[config.mk]
export PLATFORM = sky130hd
export DESIGN_NAME = double_hash_key_table_flat
export DESIGN_NICKNAME = d
export VERILOG_FILES = /design/src/hw/rtl/dhkt_pkg.sv /design/src/hw/rtl/dhkt_req_if.sv /design/src/hw/rtl/dhkt_rsp_if.sv /design/src/hw/rtl/dhkt_ctrl.sv /design/src/hw/rtl/dhkt_dpath.sv /design/src/hw/rtl/double_hash_key_table.sv /design/src/flat_wrapper.sv
export SDC_FILE = /design/constraint.sdc
export NUM_CORES = 1
export LEC_CHECK = 0
export ABC_AREA = 1
export BUFFER_PORTS_ARGS = -buffer_cell sky130_fd_sc_hd__buf_2
export CAP_MARGIN = 20
export CELL_PAD_IN_SITES_DETAIL_PLACEMENT = 0
export CELL_PAD_IN_SITES_GLOBAL_PLACEMENT = 1
export CORE_ASPECT_RATIO = 1.25
export CORE_MARGIN = 2
export CORE_UTILIZATION = 50
export DETAILED_ROUTE_END_ITERATION = 10
export PLACE_DENSITY = 0.86
export RECOVER_POWER = 25
export REMOVE_ABC_BUFFERS = 1
export SYNTH_ARGS = -nofsm -noshare
export SYNTH_HDL_FRONTEND = slang
export SYNTH_SLANG_ARGS = --single-unit
export TNS_END_PERCENT = 10
[constraint.sdc]
create_clock -name clk -period 10.4 [get_ports clk]
set_clock_uncertainty 0.2 [all_clocks]
set_input_delay 0 -clock clk [delete_from_list [all_inputs] [get_ports clk]]
set_output_delay 0 -clock clk [all_outputs]
set_load 0.05 [all_outputs]
[src/hw/rtl/dhkt_pkg.sv]
// Shared constants, types and helper functions for the double hash key table.
// Used by the channel interfaces, the controller, the datapath and the top level.
// No dependencies.
package dhkt_pkg;

	// Table geometry: the slot count must be prime
	localparam int TABLE_SIZE   = 11;
	localparam int RELEASE_BITS = 16;
	localparam int STEP_MOD     = TABLE_SIZE / 2;
	localparam int SLOT_BITS    = $clog2(TABLE_SIZE);
	localparam int CNT_BITS     = $clog2(TABLE_SIZE + 1);

	// Field widths of the channels
	localparam int OP_BITS      = 2;
	localparam int KEY_BITS     = 32;
	localparam int STATUS_BITS  = 2;
	localparam int INDEX_BITS   = 4;
	localparam int RELNUM_BITS  = 16;

	// Serial hash: one nibble of the key magnitude per cycle
	localparam int DIGIT_BITS   = 4;
	localparam int HASH_CYCLES  = KEY_BITS / DIGIT_BITS;
	localparam int HCNT_BITS    = $clog2(HASH_CYCLES);

	typedef logic [SLOT_BITS-1:0]    slot_t;
	typedef logic [CNT_BITS-1:0]     cnt_t;
	typedef logic [RELEASE_BITS-1:0] rel_t;
	typedef logic [OP_BITS-1:0]      op_t;
	typedef logic [STATUS_BITS-1:0]  status_t;
	typedef logic [1:0]              slot_state_t;

	// Operation codes
	localparam op_t OP_INSERT = 2'd0;
	localparam op_t OP_FIND   = 2'd1;
	localparam op_t OP_DELETE = 2'd2;

	// Result codes
	localparam status_t RES_OK        = 2'd0;
	localparam status_t RES_NOT_FOUND = 2'd1;
	localparam status_t RES_FULL      = 2'd2;

	// Slot states
	localparam slot_state_t SLOT_EMPTY    = 2'd0;
	localparam slot_state_t SLOT_OCCUPIED = 2'd1;
	localparam slot_state_t SLOT_DELETED  = 2'd2;

	localparam rel_t REL_MAX = '1;

	// Controller to datapath commands
	typedef struct packed {
		logic load;
		logic hash_en;
		logic advance;
		logic finish;
	} dhkt_cmd_t;

	// Datapath to controller status
	typedef struct packed {
		logic hash_last;
		logic stop;
	} dhkt_sts_t;

	// Fold one digit into a running remainder, one bit at a time
	function automatic slot_t mod_digit(slot_t rem, logic [DIGIT_BITS-1:0] digit,
			slot_t modulus);
		logic [SLOT_BITS:0] t;
		slot_t r;
		r = rem;
		for (int i = DIGIT_BITS - 1; i >= 0; i--) begin
			t = {r, digit[i]};
			if (t >= {1'b0, modulus})
				t = t - {1'b0, modulus};
			r = t[SLOT_BITS-1:0];
		end
		return r;
	endfunction

endpackage

[src/hw/rtl/dhkt_req_if.sv]
// Request channel of the double hash key table: operation and key.
// Depends on dhkt_pkg for field widths.
interface dhkt_req_if;
	logic                                   valid;
	logic                                   ready;
	logic [dhkt_pkg::OP_BITS-1:0]           opcode;
	logic signed [dhkt_pkg::KEY_BITS-1:0]   lookup_key;

	modport source (output valid, opcode, lookup_key, input ready);
	modport sink   (input valid, opcode, lookup_key, output ready);
endinterface

[src/hw/rtl/dhkt_rsp_if.sv]
// Response channel of the double hash key table: status, slot and release.
// Depends on dhkt_pkg for field widths.
interface dhkt_rsp_if;
	logic                                 valid;
	logic                                 ready;
	logic [dhkt_pkg::STATUS_BITS-1:0]     status;
	logic [dhkt_pkg::INDEX_BITS-1:0]      slot_index;
	logic [dhkt_pkg::RELNUM_BITS-1:0]     release_number;

	modport source (output valid, status, slot_index, release_number, input ready);
	modport sink   (input valid, status, slot_index, release_number, output ready);
endinterface

[src/hw/rtl/dhkt_ctrl.sv]
// Controller of the double hash key table: sequences accept, hash and probe.
// Depends on dhkt_pkg; drives the datapath through command and status structs.
module dhkt_ctrl (
	input  logic                clk,
	input  logic                arst_n,
	input  logic                in_valid,
	output logic                in_ready,
	output logic                out_valid,
	input  logic                out_ready,
	input  dhkt_pkg::dhkt_sts_t sts,
	output dhkt_pkg::dhkt_cmd_t cmd
);

	localparam logic [1:0] S_IDLE  = 2'd0;
	localparam logic [1:0] S_HASH  = 2'd1;
	localparam logic [1:0] S_PROBE = 2'd2;

	logic [1:0] state_q;
	logic [1:0] state_next;
	logic       out_valid_q;
	logic       out_free;

	// Decide next state and commands
	always_comb begin
		cmd        = '0;
		state_next = state_q;
		in_ready   = (state_q == S_IDLE);
		out_free   = !out_valid_q || out_ready;
		unique case (state_q)
			S_IDLE: begin
				if (in_valid) begin
					cmd.load   = 1'b1;
					state_next = S_HASH;
				end
			end
			S_HASH: begin
				cmd.hash_en = 1'b1;
				if (sts.hash_last)
					state_next = S_PROBE;
			end
			S_PROBE: begin
				if (sts.stop) begin
					// hold the result until the previous transaction leaves
					if (out_free) begin
						cmd.finish = 1'b1;
						state_next = S_IDLE;
					end
				end else begin
					cmd.advance = 1'b1;
				end
			end
			default: begin
				state_next = S_IDLE;
			end
		endcase
	end

	// Advance state and track the output register
	always_ff @(posedge clk or negedge arst_n) begin
		if (!arst_n) begin
			state_q     <= S_IDLE;
			out_valid_q <= 1'b0;
		end else begin
			state_q <= state_next;
			if (cmd.finish)
				out_valid_q <= 1'b1;
			else if (out_ready)
				out_valid_q <= 1'b0;
		end
	end

	assign out_valid = out_valid_q;

	a_finish_on_stop: assert property (@(posedge clk) disable iff (!arst_n)
		cmd.finish |-> sts.stop)
		else $error("finish issued without a probe stop");

	a_busy_blocks_input: assert property (@(posedge clk) disable iff (!arst_n)
		(state_q != S_IDLE) |-> !in_ready)
		else $error("input ready while an operation is in flight");

	a_finish_sets_valid: assert property (@(posedge clk) disable iff (!arst_n)
		cmd.finish |=> out_valid)
		else $error("result not presented after finish");

	a_load_starts_hash: assert property (@(posedge clk) disable iff (!arst_n)
		cmd.load |=> (state_q == S_HASH))
		else $error("accepted transaction did not start hashing");

	a_no_overwrite: assert property (@(posedge clk) disable iff (!arst_n)
		(out_valid && !out_ready) |-> !cmd.finish)
		else $error("pending result overwritten");

endmodule

[src/hw/rtl/dhkt_dpath.sv]
// Datapath of the double hash key table: serial hash, probe walk, slot store.
// Depends on dhkt_pkg; commanded by dhkt_ctrl.
module dhkt_dpath (
	input  logic                                  clk,
	input  logic                                  arst_n,
	input  dhkt_pkg::dhkt_cmd_t                   cmd,
	output dhkt_pkg::dhkt_sts_t                   sts,
	input  dhkt_pkg::op_t                         opcode,
	input  logic signed [dhkt_pkg::KEY_BITS-1:0]  lookup_key,
	output dhkt_pkg::status_t                     status,
	output logic [dhkt_pkg::INDEX_BITS-1:0]       slot_index,
	output logic [dhkt_pkg::RELNUM_BITS-1:0]      release_number
);

	localparam dhkt_pkg::slot_t SIZE_MOD = dhkt_pkg::slot_t'(dhkt_pkg::TABLE_SIZE);
	localparam dhkt_pkg::slot_t STEP_DIV = dhkt_pkg::slot_t'(dhkt_pkg::STEP_MOD);

	// Operation registers
	dhkt_pkg::op_t                        op_q;
	logic [dhkt_pkg::KEY_BITS-1:0]        key_q;
	logic [dhkt_pkg::KEY_BITS-1:0]        mag_q;
	logic [dhkt_pkg::HCNT_BITS-1:0]       hcnt_q;
	dhkt_pkg::slot_t                      rem_home_q;
	dhkt_pkg::slot_t                      rem_step_q;
	dhkt_pkg::slot_t                      pos_q;
	dhkt_pkg::slot_t                      step_q;
	dhkt_pkg::cnt_t                       cnt_q;

	// Slot store
	dhkt_pkg::slot_state_t                st_q   [dhkt_pkg::TABLE_SIZE];
	logic [dhkt_pkg::KEY_BITS-1:0]        tkey_q [dhkt_pkg::TABLE_SIZE];
	dhkt_pkg::rel_t                       trel_q [dhkt_pkg::TABLE_SIZE];

	// Result register
	dhkt_pkg::status_t                    res_status_q;
	dhkt_pkg::slot_t                      res_slot_q;
	dhkt_pkg::rel_t                       res_rel_q;

	logic [dhkt_pkg::KEY_BITS-1:0]        key_raw;
	logic [dhkt_pkg::KEY_BITS-1:0]        key_mag;
	logic [dhkt_pkg::DIGIT_BITS-1:0]      digit;
	dhkt_pkg::slot_t                      home_next;
	dhkt_pkg::slot_t                      step_next;
	logic [dhkt_pkg::SLOT_BITS:0]         pos_sum;
	dhkt_pkg::slot_t                      pos_wrap;
	dhkt_pkg::slot_state_t                cur_st;
	logic                                 key_hit;
	logic                                 exhausted;
	logic                                 stop;
	dhkt_pkg::rel_t                       rel_bumped;

	// Take the key magnitude; the most negative key keeps its bit pattern
	assign key_raw = lookup_key;
	assign key_mag = key_raw[dhkt_pkg::KEY_BITS-1] ? (~key_raw + 1'b1) : key_raw;

	// Fold the next nibble into both remainders
	assign digit     = mag_q[dhkt_pkg::KEY_BITS-1 -: dhkt_pkg::DIGIT_BITS];
	assign home_next = dhkt_pkg::mod_digit(rem_home_q, digit, SIZE_MOD);
	assign step_next = dhkt_pkg::mod_digit(rem_step_q, digit, STEP_DIV);

	// Next probe slot wraps with one compare and subtract
	assign pos_sum  = {1'b0, pos_q} + {1'b0, step_q};
	assign pos_wrap = (pos_sum >= {1'b0, SIZE_MOD}) ?
		dhkt_pkg::slot_t'(pos_sum - {1'b0, SIZE_MOD}) : pos_sum[dhkt_pkg::SLOT_BITS-1:0];

	// Examine the current slot
	assign cur_st     = st_q[pos_q];
	assign key_hit    = (cur_st == dhkt_pkg::SLOT_OCCUPIED) && (tkey_q[pos_q] == key_q);
	assign exhausted  = (cnt_q == dhkt_pkg::cnt_t'(dhkt_pkg::TABLE_SIZE));
	assign rel_bumped = (trel_q[pos_q] == dhkt_pkg::REL_MAX) ?
		trel_q[pos_q] : trel_q[pos_q] + 1'b1;

	always_comb begin
		case (op_q)
			dhkt_pkg::OP_INSERT:
				stop = exhausted || (cur_st != dhkt_pkg::SLOT_OCCUPIED) || key_hit;
			dhkt_pkg::OP_FIND, dhkt_pkg::OP_DELETE:
				stop = exhausted || (cur_st == dhkt_pkg::SLOT_EMPTY) || key_hit;
			default:
				stop = 1'b1;
		endcase
	end

	assign sts.stop      = stop;
	assign sts.hash_last = (hcnt_q == dhkt_pkg::HCNT_BITS'(dhkt_pkg::HASH_CYCLES - 1));

	// Control registers and slot states
	always_ff @(posedge clk or negedge arst_n) begin
		if (!arst_n) begin
			hcnt_q <= '0;
			cnt_q  <= '0;
			pos_q  <= '0;
			for (int i = 0; i < dhkt_pkg::TABLE_SIZE; i++)
				st_q[i] <= dhkt_pkg::SLOT_EMPTY;
		end else begin
			if (cmd.load)
				hcnt_q <= '0;
			else if (cmd.hash_en)
				hcnt_q <= hcnt_q + 1'b1;
			if (cmd.hash_en && sts.hash_last) begin
				pos_q <= home_next;
				cnt_q <= '0;
			end else if (cmd.advance) begin
				pos_q <= pos_wrap;
				cnt_q <= cnt_q + 1'b1;
			end
			if (cmd.finish && !exhausted) begin
				if (op_q == dhkt_pkg::OP_INSERT)
					st_q[pos_q] <= dhkt_pkg::SLOT_OCCUPIED;
				else if (op_q == dhkt_pkg::OP_DELETE && key_hit)
					st_q[pos_q] <= dhkt_pkg::SLOT_DELETED;
			end
		end
	end

	// Payload registers: operation, hash, slot contents and result
	always_ff @(posedge clk) begin
		if (cmd.load) begin
			op_q       <= opcode;
			key_q      <= key_raw;
			mag_q      <= key_mag;
			rem_home_q <= '0;
			rem_step_q <= '0;
		end else if (cmd.hash_en) begin
			mag_q      <= mag_q << dhkt_pkg::DIGIT_BITS;
			rem_home_q <= home_next;
			rem_step_q <= step_next;
			if (sts.hash_last)
				step_q <= step_next + 1'b1;
		end
		if (cmd.finish) begin
			res_status_q <= dhkt_pkg::RES_NOT_FOUND;
			res_slot_q   <= '0;
			res_rel_q    <= '0;
			case (op_q)
				dhkt_pkg::OP_INSERT: begin
					if (exhausted) begin
						res_status_q <= dhkt_pkg::RES_FULL;
					end else begin
						res_status_q <= dhkt_pkg::RES_OK;
						res_slot_q   <= pos_q;
						if (key_hit) begin
							trel_q[pos_q] <= rel_bumped;
							res_rel_q     <= rel_bumped;
						end else begin
							tkey_q[pos_q] <= key_q;
							trel_q[pos_q] <= dhkt_pkg::rel_t'(1);
							res_rel_q     <= dhkt_pkg::rel_t'(1);
						end
					end
				end
				dhkt_pkg::OP_FIND: begin
					if (key_hit && !exhausted) begin
						res_status_q <= dhkt_pkg::RES_OK;
						res_slot_q   <= pos_q;
						res_rel_q    <= trel_q[pos_q];
					end
				end
				dhkt_pkg::OP_DELETE: begin
					if (key_hit && !exhausted) begin
						res_status_q <= dhkt_pkg::RES_OK;
						res_slot_q   <= pos_q;
					end
				end
				default: begin
				end
			endcase
		end
	end

	assign status         = res_status_q;
	assign slot_index     = dhkt_pkg::INDEX_BITS'(res_slot_q);
	assign release_number = dhkt_pkg::RELNUM_BITS'(res_rel_q);

endmodule

[src/hw/rtl/double_hash_key_table.sv]
// Open-addressing key table with double hashing over TABLE_SIZE slots (a prime).
// Each request transaction (insert, find or delete by key) yields exactly one
// response transaction. One operation is in flight at a time: the request is
// taken, then the home slot and probe step are formed by a serial modulo unit
// that folds one nibble of the key magnitude per cycle, and the probe walk
// inspects one slot per cycle, holding at its final slot while the output
// register still holds an untaken result. A new request is accepted as soon
// as the previous result sits in the output register, even if that result
// has not yet been taken. Slot states clear asynchronously at reset; there is
// no clearing pass. Depends on dhkt_pkg, the two channel interfaces,
// dhkt_ctrl and dhkt_dpath.
module double_hash_key_table (
	input  logic        clk,
	input  logic        arst_n,
	dhkt_req_if.sink    req,
	dhkt_rsp_if.source  rsp
);

	dhkt_pkg::dhkt_cmd_t cmd;
	dhkt_pkg::dhkt_sts_t sts;

	// Sequence the operation
	dhkt_ctrl u_ctrl (
		.clk       (clk),
		.arst_n    (arst_n),
		.in_valid  (req.valid),
		.in_ready  (req.ready),
		.out_valid (rsp.valid),
		.out_ready (rsp.ready),
		.sts       (sts),
		.cmd       (cmd)
	);

	// Hash, probe and store
	dhkt_dpath u_dpath (
		.clk            (clk),
		.arst_n         (arst_n),
		.cmd            (cmd),
		.sts            (sts),
		.opcode         (req.opcode),
		.lookup_key     (req.lookup_key),
		.status         (rsp.status),
		.slot_index     (rsp.slot_index),
		.release_number (rsp.release_number)
	);

endmodule

[src/flat_wrapper.sv]
// flat-port wrapper written by rule: the top's interface ports become plain ports
module double_hash_key_table_flat 
  (clk, arst_n, req_valid, req_opcode, req_lookup_key, req_ready, rsp_valid, rsp_status, rsp_slot_index, rsp_release_number, rsp_ready);
  dhkt_req_if req_i ();
  dhkt_rsp_if rsp_i ();
  input  logic clk;
  input  logic arst_n;
  input wire logic [$bits(req_i.valid)-1:0] req_valid;
  input wire logic [$bits(req_i.opcode)-1:0] req_opcode;
  input wire logic [$bits(req_i.lookup_key)-1:0] req_lookup_key;
  output wire logic [$bits(req_i.ready)-1:0] req_ready;
  output wire logic [$bits(rsp_i.valid)-1:0] rsp_valid;
  output wire logic [$bits(rsp_i.status)-1:0] rsp_status;
  output wire logic [$bits(rsp_i.slot_index)-1:0] rsp_slot_index;
  output wire logic [$bits(rsp_i.release_number)-1:0] rsp_release_number;
  input wire logic [$bits(rsp_i.ready)-1:0] rsp_ready;
  assign req_i.valid = req_valid;
  assign req_i.opcode = req_opcode;
  assign req_i.lookup_key = req_lookup_key;
  assign req_ready = req_i.ready;
  assign rsp_valid = rsp_i.valid;
  assign rsp_status = rsp_i.status;
  assign rsp_slot_index = rsp_i.slot_index;
  assign rsp_release_number = rsp_i.release_number;
  assign rsp_i.ready = rsp_ready;
  double_hash_key_table u_core (.clk(clk), .arst_n(arst_n), .req(req_i), .rsp(rsp_i));
endmodule
==> results of run 1 <==
[where the power goes]
part | switching [mW] | internal, mW | total, mW
sequential | 0.157 | 3.41 | 3.57
clock | 0.991 | 1.37 | 2.37
combinational | 2.65 | 1.13 | 3.78
[registers in the layout, summed over array words and instances, names as in the netlist, named ones only]
signal and flops:
u_core.u_dpath.rem_step_q 4, u_core.u_dpath.key_q 32, u_core.u_dpath.rem_home_q 4, u_core.u_dpath.tkey_q 352
u_core.u_dpath.mag_q 32, u_core.u_dpath.release_number 16, u_core.u_dpath.pos_q 4, u_core.u_dpath.slot_index 4
u_core.u_dpath.step_q 4, u_core.u_dpath.hcnt_q 3, u_core.u_dpath.trel_q 176, u_core.u_dpath.cnt_q 4
u_core.u_ctrl.state_q 2, u_core.u_dpath.op_q 2, u_core.u_dpath.status 2, u_core.u_ctrl.out_valid 1
[cells in the mapped netlist (8+ instances only)]
library cell  count
nand4_1          34
ha_1             21
nand3_1         146
buf_4            10
nor2_2           20
nand2_1         682
dfrtp_1          36
dfxtp_1           8
nor3_1           14
xor2_1           44
edfxtp_1        620
a31oi_1          11
a21oi_1          19
xnor2_1          21
clkbuf_1         28
buf_2            28
inv_2             8
nand2_2          15
a22oi_1         183
buf_6            18
o21ai_0          59
nor2_1          101
inv_1           105
[cells by family after synthesis]
kind of cell,count (synthesis),share of synthesized area [%]
xor gates and xnor gates,65,2.01
DFF,664,69.5
buffers and inverters,207,3.57
adders and majority gates,22,0.998
AOI/OAI and AO/OA,318,7.83
muxes,3,0.115
and+or+nand+nor,1050,16.0
[worst min-delay path: cells and delay by family]
family	cells	cell delay, ps
simple gates	1	50
buf+inv	3	780
[layer usage]
layer | wire, µm | track usage, %
met5 | 0 | 0
met4 | 2390 | 8.54
met3 | 3940 | 3.29
met2 | 34700 | 40.5
met1 | 27300 | 29.4
[through the flow]
step | hold WS, ps | power (mW) | std cells
after global routing | 172 | 10.3 | 3249
after CTS | 24.4 | 9.72 | 3248
final | 136 | 9.71 | 3249
after detailed placement | -33.2 | 7.34 | 3062
after global placement | -52.8 | 7.21 | 3061
after floorplan | -496 | 6.25 | 2238
[layout make-up]
class                      count  share of cell area (%)
clock buffer                  74                    4.97
clock inverter                41                    1.68
inverter                     116                    1.38
multi-input combinational   1458                    24.1
sequential                   664                    61.4
tap                          742                    2.89
timing repair buffer         154                    3.61
[cells in the final DEF (no fill, tap or decap), types with 45 or more instances in the layout]
master / count
nor2_1: 89
clkbuf_16: 61
a22oi_1: 183
nand3_1: 146
inv_1: 104
edfxtp_1: 620
o21ai_0: 59
nand2_1: 681
dlygate4sd3_1: 70
clkbuf_1: 45
[worst paths after layout]
check / startpoint / cells after the start / to / slack (ps)
min in group asynchronous: arst_n / 4 / u_core.u_dpath.pos_q[1] / 980
hold / removal: req_lookup_key[0] / 4 / u_core.u_dpath.mag_q[0] / 140
setup reg to reg: u_core.u_dpath.pos_q[1] / 19 / u_core.u_dpath.tkey_q[3][21] / 4030
max in group asynchronous: arst_n / 4 / u_core.u_dpath.pos_q[3] / 7650
setup / recovery: u_core.u_dpath.pos_q[1] / 19 / u_core.u_dpath.tkey_q[3][21] / 4030
hold reg to reg: u_core.u_dpath.rem_step_q[0] / 2 / u_core.u_dpath.rem_step_q[0] / 270
==> flow_summary.json, run 1 <==
{
  "status": "complete, but fails checks",
  "violations": "max-capacitance violations, max-slew violations",
  "die_w_um": 217,
  "drc": 0,
  "ys_warn_count": 0,
  "cts.clk_slew.worst_paths_ps": 70,
  "post_cts_buffers": 0,
  "synth.avg_cell_area_um2": 12.2,
  "gp_congestion": 0.853,
  "drtIter0Drc": 1533,
  "finalSetupTns_ps": 0,
  "cpMostUsedCell": "nand2_1",
  "crit_path_max_fanout": 53,
  "dp_hpwl_mm": 39.3,
  "fmax_ghz": 0.157,
  "rows": 97,
  "critical_path_arrival_ps": 6430,
  "cts_root_buf": "clkbuf_16",
  "start_util_pct": 50.5,
  "rsz0062_at_grt": "no",
  "power_density_nw_per_um2": 303,
  "antenna_found_initial": 0,
  "crit_family": "simple AND/OR/NAND/NOR gates",
  "crit_required_ps": 10460,
  "cts_made_buffers": 61,
  "io_pins": 62,
  "area_growth_pct": 13.3,
  "cts_tree": "done",
  "post-place-ws_ps": 4170,
  "synth_edf_count": 620,
  "cts.path.max_buffers": 3,
  "slowest_delay_ps": 860,
  "drv_cap": 1,
  "drt-pass1-iter-count": 5,
  "synth_cell_types": 60,
  "grt_max_degree": 78,
  "syn-cell-area_um2": 28300,
  "die-area_um2": 58600,
  "relSlewSlack_pct": -40.6,
  "grt_pass1_vias": 18400,
  "ys_ff_latch": 664,
  "synth_top_cell_by_area": "edfxtp_1",
  "crit_slowest_cell": "nor2_4",
  "holdBufCountCts": 71,
  "routed_wl_mm": 68.3,
  "clk_latency_ps": 650,
  "vias_per_cell": 5.75,
  "port_buffers": 61,
  "synth_top_area_share_pct": 65.7,
  "coreArea_um2": 56100,
  "ir_worst_vdd_mv": 0.272,
  "crit_chain": "buf_4, nand2_4, inv_4, buf_4, a22oi_2, nand2_1, nand2_1, nand3_1, xnor2_1, nand3_1, nor3_1, nand2_1, nor2_2, nand3_4, nand2_2, nand3_4, nor2_8, nand2_2, nor2_4",
  "die_height_um": 270,
  "grt_pass1_wl_mm": 105,
  "wl_per_cell_um": 21.0,
  "cts.sinks": 664,
  "grt_overflow": 0,
  "ys_seq_area_share_pct": 69.5,
  "nFillCells": 4475,
  "worst_slack_ps": 4030,
  "hold_path.class": "in2reg",
  "layout-drive-gt1-share_pct": 9.65,
  "worst_pin_slew_ps": 2110,
  "period_share_pct": 61.3,
  "vias": 18700,
  "stdcell_area_um2": 32100,
  "power.leakage_nw": 11.8,
  "fin_nets": 2515,
  "timing_hold_violations_final": 0,
  "end_kind": "flip-flop",
  "h-tree-depth": 2,
  "drv_slew": 37,
  "seq_area_um2": 19700,
  "critPathBufInv": 3,
  "antenna_cells": 0,
  "min_period_ps": 6370,
  "setup_viol": 0,
  "synth_ff_type": "edfxtp_1",
  "placed_area_um2": 29300,
  "cts-resized-gates": 0,
  "path_class": "reg2reg",
  "syn_inst": 2329,
  "multiInputGateArea_um2": 7730,
  "cp-start-kind": "flip-flop",
  "utilization_pct": 57.2,
  "synth_top_cells_by_area": "edfxtp_1, nand2_1, a22oi_1, dfrtp_1, nand3_1",
  "postSynth.asyncResetShare_pct": 5.42,
  "grt_usage_pct": 23.2,
  "ant_nets": 0
}
Note: power is estimated with default switching activity, not from simulation.
==> run 2: changes to the inputs <==
==> constraint.sdc (replaced) <==
create_clock -name clk -period 6.2 [get_ports clk]
set_clock_uncertainty 0.2 [all_clocks]
set_input_delay 0 -clock clk [delete_from_list [all_inputs] [get_ports clk]]
set_output_delay 0 -clock clk [all_outputs]
set_load 0.05 [all_outputs]
==> run 2 against run 1 <==
  * The flow still finishes with violations (max-capacitance violations, max-slew violations)
  * Cell count grew 0.52%
  * Non-clock buffer count up 20
  * Die area is the same
  * Sequential share of layout area down 0.28 points
  * Count of clock-buffer cells in the layout fell by 6
  * Critical path depth is 1 lower
  * Utilization is 0.27 points higher
  * Cell area rose by 0.46%
  * Worst setup slack worse by 3100 ps
  * Sequential power increased by 68%
  * Global-route usage up 0.56 points
  * Hold slack worse by 8.9 ps
  * Critical path type unchanged
==> flow_summary.json, run 2 (synthesized netlist as in run 1, its figures left out) <==
{
  "status": "complete, but fails checks",
  "violations": "max-capacitance violations, max-slew violations",
  "timing_hold_violations_final": 0,
  "cts_root_buf": "clkbuf_16",
  "grt_overflow": 0,
  "cts-resized-gates": 0,
  "vias": 18700,
  "placed_area_um2": 29400,
  "cts.clk_slew.worst_paths_ps": 70,
  "met1_usage_pct": 29.6,
  "r2r_start": "u_core.u_dpath.pos_q[0]",
  "rows": 97,
  "final_cell_mix": "nand2_1, edfxtp_1, a22oi_1",
  "clk_latency_ps": 660,
  "antenna_found_initial": 0,
  "top_regs": "u_core.u_dpath.tkey_q x352, u_core.u_dpath.trel_q x176",
  "dp_hpwl_mm": 44.9,
  "grt_max_degree": 92,
  "grt_pass1_wl_mm": 107,
  "r2r_slack_ps": 910,
  "nFillCells": 4512,
  "vias_per_cell": 5.73,
  "layout_commonest_cell": "nand2_1",
  "worst_pin_slew_ps": 2070,
  "multiInputGateArea_um2": 7730,
  "cts.path.max_buffers": 3,
  "rsz0062_at_grt": "no",
  "period_share_pct": 85.2,
  "worstHoldEndpoint": "u_core.u_dpath.mag_q[0]",
  "grt_util_met2_pct": 41.2,
  "crit_path_max_fanout": 48,
  "power_frac_seq_pct": 36.2,
  "drv_slew": 37,
  "end_kind": "flip-flop",
  "crit_required_ps": 6260,
  "io_pins": 62,
  "die_height_um": 270,
  "cts.sinks": 664,
  "path_class": "reg2reg",
  "ir_worst_vdd_mv": 0.414,
  "finalSetupTns_ps": 0,
  "coreArea_um2": 56100,
  "layout-drive-gt1-share_pct": 10.3,
  "power_switching_mw": 6.59,
  "p_clk_share_pct": 23.7,
  "hold_path.class": "in2reg",
  "drtIter0Drc": 1738,
  "utilization_pct": 57.5,
  "grt_pass1_vias": 18800,
  "routed_wl_mm": 69.5,
  "use_met3_pct": 3.16,
  "setup_viol": 0,
  "cp-start-kind": "flip-flop",
  "reg2reg_to": "u_core.u_dpath.trel_q[5][10]",
  "power_density_nw_per_um2": 514,
  "largest_reg_flops": 352,
  "max_flop_register": "u_core.u_dpath.tkey_q",
  "die-area_um2": 58600,
  "drt-pass1-iter-count": 5,
  "antenna_cells": 0,
  "top_usage_layer": "met2",
  "p_comb_share_pct": 40.1,
  "port_buffers": 61,
  "die_w_um": 217,
  "critical_path_arrival_ps": 5350,
  "worstHoldPathCells": 4,
  "seq_area_um2": 19700,
  "cts_tree": "done",
  "fin_nets": 2535,
  "min_period_ps": 5290,
  "relSlewSlack_pct": -37.8,
  "power.leakage_nw": 11.9,
  "area_growth_pct": 13.8,
  "stdcell_area_um2": 32200,
  "fmax_ghz": 0.189,
  "cts_made_buffers": 61,
  "fin_hold_ws_ps": 127,
  "ant_nets": 0,
  "drv_cap": 1,
  "grt_usage_pct": 23.8,
  "drc": 0,
  "internal_power_mw": 9.97,
  "wl_per_cell_um": 21.3,
  "gp_congestion": 0.929,
  "h-tree-depth": 2,
  "worstRegToRegCells": 18,
  "start_util_pct": 50.5,
  "finalPower_mw": 16.6,
  "min_from": "req_lookup_key[0]",
  "p_sw_share_pct": 39.8
}
[run 2: cell types whose count changed in the layout (fill, tap and decap cells not counted), sizes merged]
cell         previous run  this run
buf                    50        69
bufinv                 11        10
clkbuf                108       102
clkinv                 28        25
clkinvlp                3         8
dlygate4sd3            70        71
inv                   115       117
[run 2: per-stage QoR]
stage / worst slack [ps] / instances
after floorplan: -355 / 2238
after global placement: 1130 / 3082
after detailed placement: 1000 / 3082
after CTS: 984 / 3266
after global routing: 666 / 3266
final: 915 / 3266
[run 2: worst max-delay path, stage by stage (launching register included)]
cell	delay, ps
dfrtp_1	480
nand2_2	150
clkinv_2	750
buf_4	480
a22oi_1	180
nand2_1	70
nand2_1	60
nand3_1	90
xnor2_1	350
inv_1	70
nor2_1	120
nand4_1	120
nor2_2	180
nand3_4	200
nand2_2	130
nand3_4	120
nor2_8	280
nand2_2	130
inv_1	700
[run 2: power by group through the flow]
stage          clock network, mW  logic (mW)  registers, mW
2_1_floorplan                  0        4.44           6.05
3_3_place_gp                   0        6.38           6.06
3_5_place_dp                   0        6.54           6.07
4_1_cts                     3.98        6.61           5.98
5_1_grt                     4.14        7.39           6.01
6_report                    3.93        6.64           5.99
[run 2: what timing repair did]
| item | 4_1_cts | 5_1_grt |
|---|---|---|
| hold endpoints to repair | 128 | 0 |
| hold buffers | 72 | 0 |
| setup buffers | 0 | 0 |
[run 2: worst max path at each step]
| stage | start | endpoint | slack (ps) | cells past startpoint |
|---|---|---|---|---|
| finish | u_core.u_dpath.pos_q[0] | u_core.u_dpath.trel_q[5][10] | 910 | 18 |
| floorplan | u_core.u_dpath.pos_q[1] | u_core.u_dpath.tkey_q[0][0] | -360 | 16 |
| CTS | u_core.u_dpath.pos_q[0] | u_core.u_dpath.trel_q[5][8] | 980 | 18 |
| global route | u_core.u_dpath.pos_q[0] | u_core.u_dpath.trel_q[5][8] | 670 | 18 |
| global placement | u_core.u_dpath.pos_q[0] | u_core.u_dpath.tkey_q[4][6] | 1130 | 14 |
| detailed placement | u_core.u_dpath.pos_q[0] | u_core.u_dpath.trel_q[5][9] | 1000 | 18 |
[run 2: layout make-up]
class | count | share of cell area [%]
Tap cell | 742 | 2.88
Timing Repair Buffer | 174 | 4.11
Multi-Input combinational cell | 1458 | 24.0
Inverter | 116 | 1.37
Clock buffer | 68 | 4.85
Clock inverter | 44 | 1.73
Sequential cell | 664 | 61.1
[run 2: metal layers]
layer / wire length, µm / up-vias
met4: 3270 / 0
met2: 35200 / 758
met3: 4240 / 175
met1: 26900 / 9160
met5: 0 / -
li1: - / 8631
